### src/design/wpm_pkg.sv
// Package for the wildcard pattern matcher.
// Holds the register map, the pattern byte codes and the types shared by the cell row.
// No dependencies.
package wpm_pkg;

   localparam int DEF_MAX_PATTERN = 32;
   localparam int NUM_CHAR_REGS = 4;
   localparam int CHARS_PER_REG = 8;
   localparam int LEN_W = 6;
   localparam int CHAR_W = 8;
   localparam int CSR_DATA_W = 64;
   localparam int CSR_IDX_W = 3;

   localparam logic [CSR_IDX_W-1:0] REG_PATTERN_LENGTH = 3'd0;
   localparam logic [CSR_IDX_W-1:0] REG_PATTERN_CHARS_0 = 3'd1;

   localparam logic [CHAR_W-1:0] STAR_CHAR = 8'h2A;
   localparam logic [CHAR_W-1:0] ANY_CHAR = 8'h3F;

   // Control shared by every cell of the row.
   typedef struct packed {
      logic advance;
      logic restart;
   } cell_ctl_type;

   // Signals one cell hands to the next position.
   typedef struct packed {
      logic cls;   // star closure of the current set into the next position
      logic adv;   // byte match moves into the next position
      logic ncls;  // star closure of the new set into the next position
   } link_type;

endpackage

### src/design/wpm_cell.sv
// One pattern position of the matcher: holds its active bit and forms the closure and step.
// Depends on wpm_pkg.
module wpm_cell import wpm_pkg::*; (
   input  logic              clock,
   input  logic              reset,
   input  cell_ctl_type      ctl,
   input  logic              start_pos,
   input  logic              in_use,
   input  logic              keep,
   input  logic [CHAR_W-1:0] pat_char,
   input  logic [CHAR_W-1:0] name_char,
   input  link_type          link_in,
   output link_type          link_out,
   output logic              next_bit,
   output logic              active
);

   logic active_ff;
   logic active_in;
   logic closed;
   logic is_star;
   logic hit;
   logic raw_next;

   always_comb begin
      is_star = (pat_char == STAR_CHAR);
      hit = (pat_char == ANY_CHAR) || (pat_char == name_char);
      // Bits above the pattern length are dropped before the closure.
      closed = (active_ff & keep) | link_in.cls;
      link_out.cls = closed & is_star & in_use;
      link_out.adv = closed & in_use & ~is_star & hit;
      raw_next = (closed & in_use & is_star) | link_in.adv;
      next_bit = (raw_next | link_in.ncls) & keep;
      link_out.ncls = next_bit & is_star & in_use;
      active_in = ctl.restart ? start_pos : next_bit;
   end

   always_ff @(posedge clock) begin
      if (reset) begin
         active_ff <= start_pos;
      end else if (ctl.advance) begin
         active_ff <= active_in;
      end
   end

   assign active = active_ff;

endmodule

### src/design/wpm_out_buf.sv
// Two-entry result buffer: an output register with a skid slot behind it.
// Depends on wpm_pkg only for the house import.
module wpm_out_buf import wpm_pkg::*; (
   input  logic clock,
   input  logic reset,
   input  logic push,
   input  logic push_data,
   output logic full,
   output logic rsp_valid,
   input  logic rsp_stall,
   output logic rsp_data
);

   logic head_valid_ff, head_valid_in;
   logic head_data_ff, head_data_in;
   logic skid_valid_ff, skid_valid_in;
   logic skid_data_ff, skid_data_in;
   logic pop;

   always_comb begin
      pop = head_valid_ff & ~rsp_stall;
      head_valid_in = head_valid_ff;
      head_data_in = head_data_ff;
      skid_valid_in = skid_valid_ff;
      skid_data_in = skid_data_ff;
      if (!head_valid_ff || pop) begin
         if (skid_valid_ff) begin
            head_valid_in = 1'b1;
            head_data_in = skid_data_ff;
            skid_valid_in = push;
            skid_data_in = push_data;
         end else begin
            head_valid_in = push;
            head_data_in = push_data;
         end
      end else if (push) begin
         skid_valid_in = 1'b1;
         skid_data_in = push_data;
      end
   end

   always_ff @(posedge clock) begin
      if (reset) begin
         head_valid_ff <= 1'b0;
         skid_valid_ff <= 1'b0;
      end else begin
         head_valid_ff <= head_valid_in;
         skid_valid_ff <= skid_valid_in;
      end
      head_data_ff <= head_data_in;
      skid_data_ff <= skid_data_in;
   end

   assign full = skid_valid_ff;
   assign rsp_valid = head_valid_ff;
   assign rsp_data = head_data_ff;

endmodule

### src/design/wildcard_pattern_matcher_top.sv
// Wildcard pattern matcher, top level: pattern registers, the row of position cells and
// the result buffer. Depends on wpm_pkg, wpm_cell and wpm_out_buf.
// Throughput: one name byte per cycle while the input is not stalled; the star closure
// rippling through the cell row sets the cycle time. The match flag for the last byte is
// registered in the result buffer. Input stalls only while two results wait at the output.
// Reset (synchronous): pattern length and bytes cleared, only position zero active, no results.
module wildcard_pattern_matcher_top import wpm_pkg::*; #(
   parameter int MAX_PATTERN = DEF_MAX_PATTERN
) (
   input  logic                  clock,
   input  logic                  reset,
   input  logic                  req_valid,
   output logic                  req_stall,
   input  logic [CHAR_W-1:0]     req_name_char,
   input  logic                  req_last_char,
   output logic                  rsp_valid,
   input  logic                  rsp_stall,
   output logic                  rsp_matched,
   input  logic                  csr_we,
   input  logic [CSR_IDX_W-1:0]  csr_index,
   input  logic [CSR_DATA_W-1:0] csr_wdata
);

   localparam int UL_W = $clog2(MAX_PATTERN + 1);
   localparam int CMP_W = ((UL_W > LEN_W) ? UL_W : LEN_W) + 1;
   localparam int REG_BYTES = NUM_CHAR_REGS * CHARS_PER_REG;
   localparam logic [MAX_PATTERN:0] START_VEC = {{MAX_PATTERN{1'b0}}, 1'b1};

   logic [LEN_W-1:0]  pattern_length_ff;
   logic [CMP_W-1:0]  len_ext;
   logic [CHAR_W-1:0] pat_byte [MAX_PATTERN+1];
   link_type          links [MAX_PATTERN+2];
   logic [MAX_PATTERN:0] next_vec;
   logic [MAX_PATTERN:0] active_vec;
   logic [MAX_PATTERN:0] sel_vec;
   cell_ctl_type      ctl;
   logic              accept;
   logic              matched;
   logic              buf_full;

   assign accept = req_valid & ~req_stall;
   assign ctl.advance = accept;
   assign ctl.restart = accept & req_last_char;
   assign len_ext = CMP_W'(pattern_length_ff);
   assign links[0] = '0;

   always_ff @(posedge clock) begin
      if (reset) begin
         pattern_length_ff <= '0;
      end else if (csr_we && csr_index == REG_PATTERN_LENGTH) begin
         pattern_length_ff <= csr_wdata[LEN_W-1:0];
      end
   end

   for (genvar p = 0; p <= MAX_PATTERN; p++) begin : g_pos
      localparam logic [CMP_W-1:0] POS = CMP_W'(p);
      logic in_use;
      logic keep;

      if (p < MAX_PATTERN && p < REG_BYTES) begin : g_byte
         localparam logic [CSR_IDX_W-1:0] REG_IDX =
            CSR_IDX_W'(int'(REG_PATTERN_CHARS_0) + p / CHARS_PER_REG);
         localparam int BYTE_LSB = (p % CHARS_PER_REG) * CHAR_W;
         logic [CHAR_W-1:0] pat_byte_ff;
         always_ff @(posedge clock) begin
            if (reset) begin
               pat_byte_ff <= '0;
            end else if (csr_we && csr_index == REG_IDX) begin
               pat_byte_ff <= csr_wdata[BYTE_LSB +: CHAR_W];
            end
         end
         assign pat_byte[p] = pat_byte_ff;
      end else begin : g_zero
         // Positions past the character registers, and the final position, hold no byte.
         assign pat_byte[p] = '0;
      end

      if (p < MAX_PATTERN) begin : g_used
         assign in_use = (POS < len_ext);
      end else begin : g_tail
         assign in_use = 1'b0;
      end
      assign keep = (POS <= len_ext);

      // A length above the row clamps to the final position.
      if (p == MAX_PATTERN) begin : g_sel_tail
         assign sel_vec[p] = (POS <= len_ext);
      end else begin : g_sel
         assign sel_vec[p] = (POS == len_ext);
      end

      wpm_cell u_cell (
         .clock     (clock),
         .reset     (reset),
         .ctl       (ctl),
         .start_pos (START_VEC[p]),
         .in_use    (in_use),
         .keep      (keep),
         .pat_char  (pat_byte[p]),
         .name_char (req_name_char),
         .link_in   (links[p]),
         .link_out  (links[p+1]),
         .next_bit  (next_vec[p]),
         .active    (active_vec[p])
      );
   end

   assign matched = |(next_vec & sel_vec);

   wpm_out_buf u_out_buf (
      .clock     (clock),
      .reset     (reset),
      .push      (ctl.restart),
      .push_data (matched),
      .full      (buf_full),
      .rsp_valid (rsp_valid),
      .rsp_stall (rsp_stall),
      .rsp_data  (rsp_matched)
   );

   assign req_stall = buf_full;

`ifndef NO_ASSERTIONS
   a_restart_state: assert property (@(posedge clock) disable iff (reset)
      (req_valid && !req_stall && req_last_char) |=> (active_vec == START_VEC))
      else $error("active set not back at the start state after a last item");

   a_result_shown: assert property (@(posedge clock) disable iff (reset)
      (req_valid && !req_stall && req_last_char) |=> rsp_valid)
      else $error("no result shown after a last item");

   a_stall_needs_result: assert property (@(posedge clock) disable iff (reset)
      req_stall |-> rsp_valid)
      else $error("input stalled with no result waiting");
`endif

endmodule
### config.mk
export PLATFORM = sky130hd
export DESIGN_NAME = wildcard_pattern_matcher_top
export DESIGN_NICKNAME = d
export VERILOG_FILES = /design/src/design/wpm_pkg.sv /design/src/design/wpm_cell.sv /design/src/design/wpm_out_buf.sv /design/src/design/wildcard_pattern_matcher_top.sv
export SDC_FILE = /design/constraint.sdc
export NUM_CORES = 1
export LEC_CHECK = 0
export BUFFER_PORTS_ARGS = -buffer_cell sky130_fd_sc_hd__buf_2
export CORE_ASPECT_RATIO = 1.5
export CORE_MARGIN = 10
export CORE_UTILIZATION = 40
export CTS_CLUSTER_SIZE = 10
export DETAILED_ROUTE_END_ITERATION = 10
export GPL_TIMING_DRIVEN = 0
export PLACE_DENSITY = 0.66
export SLEW_MARGIN = 20
export SYNTH_ARGS = -nofsm -noshare
export SYNTH_HDL_FRONTEND = slang
export SYNTH_HIERARCHICAL = 1
export SYNTH_SLANG_ARGS = --single-unit
### constraint.sdc
create_clock -name clock -period 39.1 [get_ports clock]
set_input_delay 7.82 -clock clock [delete_from_list [all_inputs] [get_ports clock]]
set_output_delay 7.82 -clock clock [all_outputs]
set_load 0.005 [all_outputs]
==> metrics.csv <==
stage,metric,value,unit
final_layout,Storage cell area,0.00634,sq mm
timing,Period minus WS final,24.83,ns
timing,Fin Setup TNS,0,ns
final_layout,n_diodes,0,
critical_path,Top delay family on crit path,compound AO/OA/AOI/OAI gates,
clock_network,Setup Buffers After CTS,0,
floorplan,I/O pin count,84,
critical_path,Buf/Inv on CP,1,
clock_network,CTS tree,yes,
power_and_ir_drop,Combinational Power Share,0.124,
status,status,"complete, no violations",
grt,first-pass GRT wire length,111000,um
clock_network,Sink Count,299,
critical_path,critical path peak fanout,32,
clock_network,Worst-Skew Late Latency,0.53,ns
critical_path,CP most frequent cell,nor2_1,
timing,Slew HR,0.147,
grt,GR Overflow Total,0,
timing,Final setup viols,0,
critical_path,Crit path required time,39.51,ns
timing,Peak Freq,40.3,MHz
grt,Total GRT Usage,0.268,
synth,Synth Warn #,6,
routing,vias per std cell,5.83,
routing,DR pass1 iterations,6,
timing,crit share post-route,0.635,
routing,DR vias,18100,
timing,slew at the pin with the worst max-slew slack,1.28,ns
grt,number of global-route vias before repair,17500,
power_and_ir_drop,sw frac,0.273,
clock_network,hold-fix buffers at CTS,0,
grt,largest net degree at the start of global routing,71,
synth,Post-Syn Instances,2342,
clock_network,CTS max path bufs,3,
grt,initial antenna violation count,1,
routing,routed wire length,76200,um
placement,PortBufs,83,
power_and_ir_drop,Static Leakage,6.56,nW
critical_path,RR Startpoint,pattern_length_ff[5],
final_layout,fraction of layout cells with a size suffix above 1,0.169,
routing,routed len/inst,24.5,um
placement,DP HPWL,55300,um
run,max_cap viols,0,
power_and_ir_drop,peak supply drop,0.0289,mV
routing,ANT nets after route,0,
synth,synthesized area,0.0181,sq mm
routing,# DRC,0,
critical_path,Critical Path Source,req_name_char[6],
clock_network,CTS Buf Count,36,
final_layout,post-layout util,0.458,
timing,RSZ-0062 raised after global routing,no,
timing,hold violation count in the final report,0,
critical_path,Worst EP arrival,25.24,ns
power_and_ir_drop,Cell Int Power,0.000524,W
critical_path,max incr delay on CP,0.65,ns
floorplan,# rows,95,
timing,Setup Skew,0.0113,ns
synth,Post-Syn Area per Cell,7.75,sq um
floorplan,Initial Utilization,0.405,
power_and_ir_drop,sw power,0.000197,W
clock_network,Clock transition at path regs,0.06,ns
critical_path,CP Capture Type,flop,
clock_network,H-tree depth,2,
min_path,HP Start,g_pos[16].g_byte.pat_byte_ff[5],
final_layout,Syn-to-layout area delta,13.2,%
power_and_ir_drop,Clock power frac,0.420,
floorplan,core area,0.0448,sq mm
final_layout,Final #Nets,2594,
routing,DR iter-0 viols,1769,
critical_path,type of the worst setup path,in -> reg,
floorplan,die width,194,um
power_and_ir_drop,Reg power frac,0.455,
clock_network,post-CTS resize count,0,
critical_path,worst reg2reg setup slack,21.30,ns
timing,Slew Limit Fails,0,
final_layout,area of the multi-input gates,0.0115,sq mm
clock_network,clock root buffer master,clkbuf_16,
min_path,Hold Crit Class,reg -> reg,
final_layout,filler instances,4448,
floorplan,die span in y,281,um
critical_path,CP startpoint kind,primary input,
floorplan,DIE AREA,0.0545,sq mm
critical_path,CP max stage cell,a211oi_1,
power_and_ir_drop,Pwr Density,35.1,mW/mm^2
placement,GPL Wtd Cong,0.969,
[tightest hold or removal path: stages (launching register included)]
cell     delay [ns]
dfxtp_1        0.32
nand2_1        0.06
a21oi_1        0.05
[placed cells by master, fill, tap and decap left out, drive strengths merged, types with 3 or more instances in the layout]
master	instances
mux2	38
nor3	37
a211oi	34
o31a	33
a21oi	300
conb	50
mux2i	6
and3	37
a22oi	5
nand4	66
nor3b	3
o31ai	33
nor2b	4
dfxtp	264
buf	135
clkbuf	98
nand3	36
nand2b	3
nand2	668
or2	37
o21ai	49
a21o	37
edfxtp	35
xnor2	256
o21bai	12
nor2	218
inv	10
and2	3
[state kept, by name, summed over array words and instances (netlist names)]
register,count
g_pos.g_byte.pat_byte_ff,256
g_pos.u_cell/active,33
pattern_length_ff,6
u_out_buf/full,1
u_out_buf/rsp_data,1
u_out_buf/rsp_valid,1
u_out_buf/skid_data_ff,1
[layer usage]
layer,routed length (um),global-route usage
met5,17,0
met2,36000,0.460
met3,5860,0.0441
met1,27400,0.289
met4,6930,0.214
[power by group through the flow]
| stage | Sequential (W) | Clock [W] | Combinational (W) |
|---|---|---|---|
| after global placement | 0.000334 | 0 | 0.0000851 |
| after detailed placement | 0.000335 | 0 | 0.0000869 |
| after CTS | 0.000328 | 0.000305 | 0.0000872 |
| final | 0.000328 | 0.000303 | 0.0000895 |
| after global routing | 0.000329 | 0.000317 | 0.0000935 |
| after floorplan | 0.000332 | 0 | 0.0000488 |
[path summary, 6_finish.rpt]
check / endpoint / depth (start not counted)
max reg2reg: u_out_buf/rsp_data / 75
min reg2reg: g_pos[16].g_byte.pat_byte_ff[5] / 2
max: u_out_buf/rsp_data / 73
min: g_pos[16].g_byte.pat_byte_ff[5] / 2
[layout make-up]
class                   instances  share of cell area
plain buffers                  99              0.0229
flip-flops and latches        299               0.308
multi-input cells            1982               0.559
clock buffers                  49              0.0477
repair buffers                 85              0.0240
clock inverters                 1            0.000244
well taps                     582              0.0354
inverters                      10             0.00195
[per-stage QoR]
step           setup slack (ns)  cells  total power [W]  hold WS, ns  area (sq um)
5_1_grt                   13.18   3107         0.000740        0.504         20500
4_1_cts                   14.59   3107         0.000720        0.482         20500
2_1_floorplan             19.36   2390         0.000381        0.462         18300
3_3_place_gp              13.90   3055         0.000419        0.469         19500
6_report                  14.27   3107         0.000720        0.480         20500
3_5_place_dp              14.13   3057         0.000421        0.475         19600
Power figures use the tool's default switching activity.
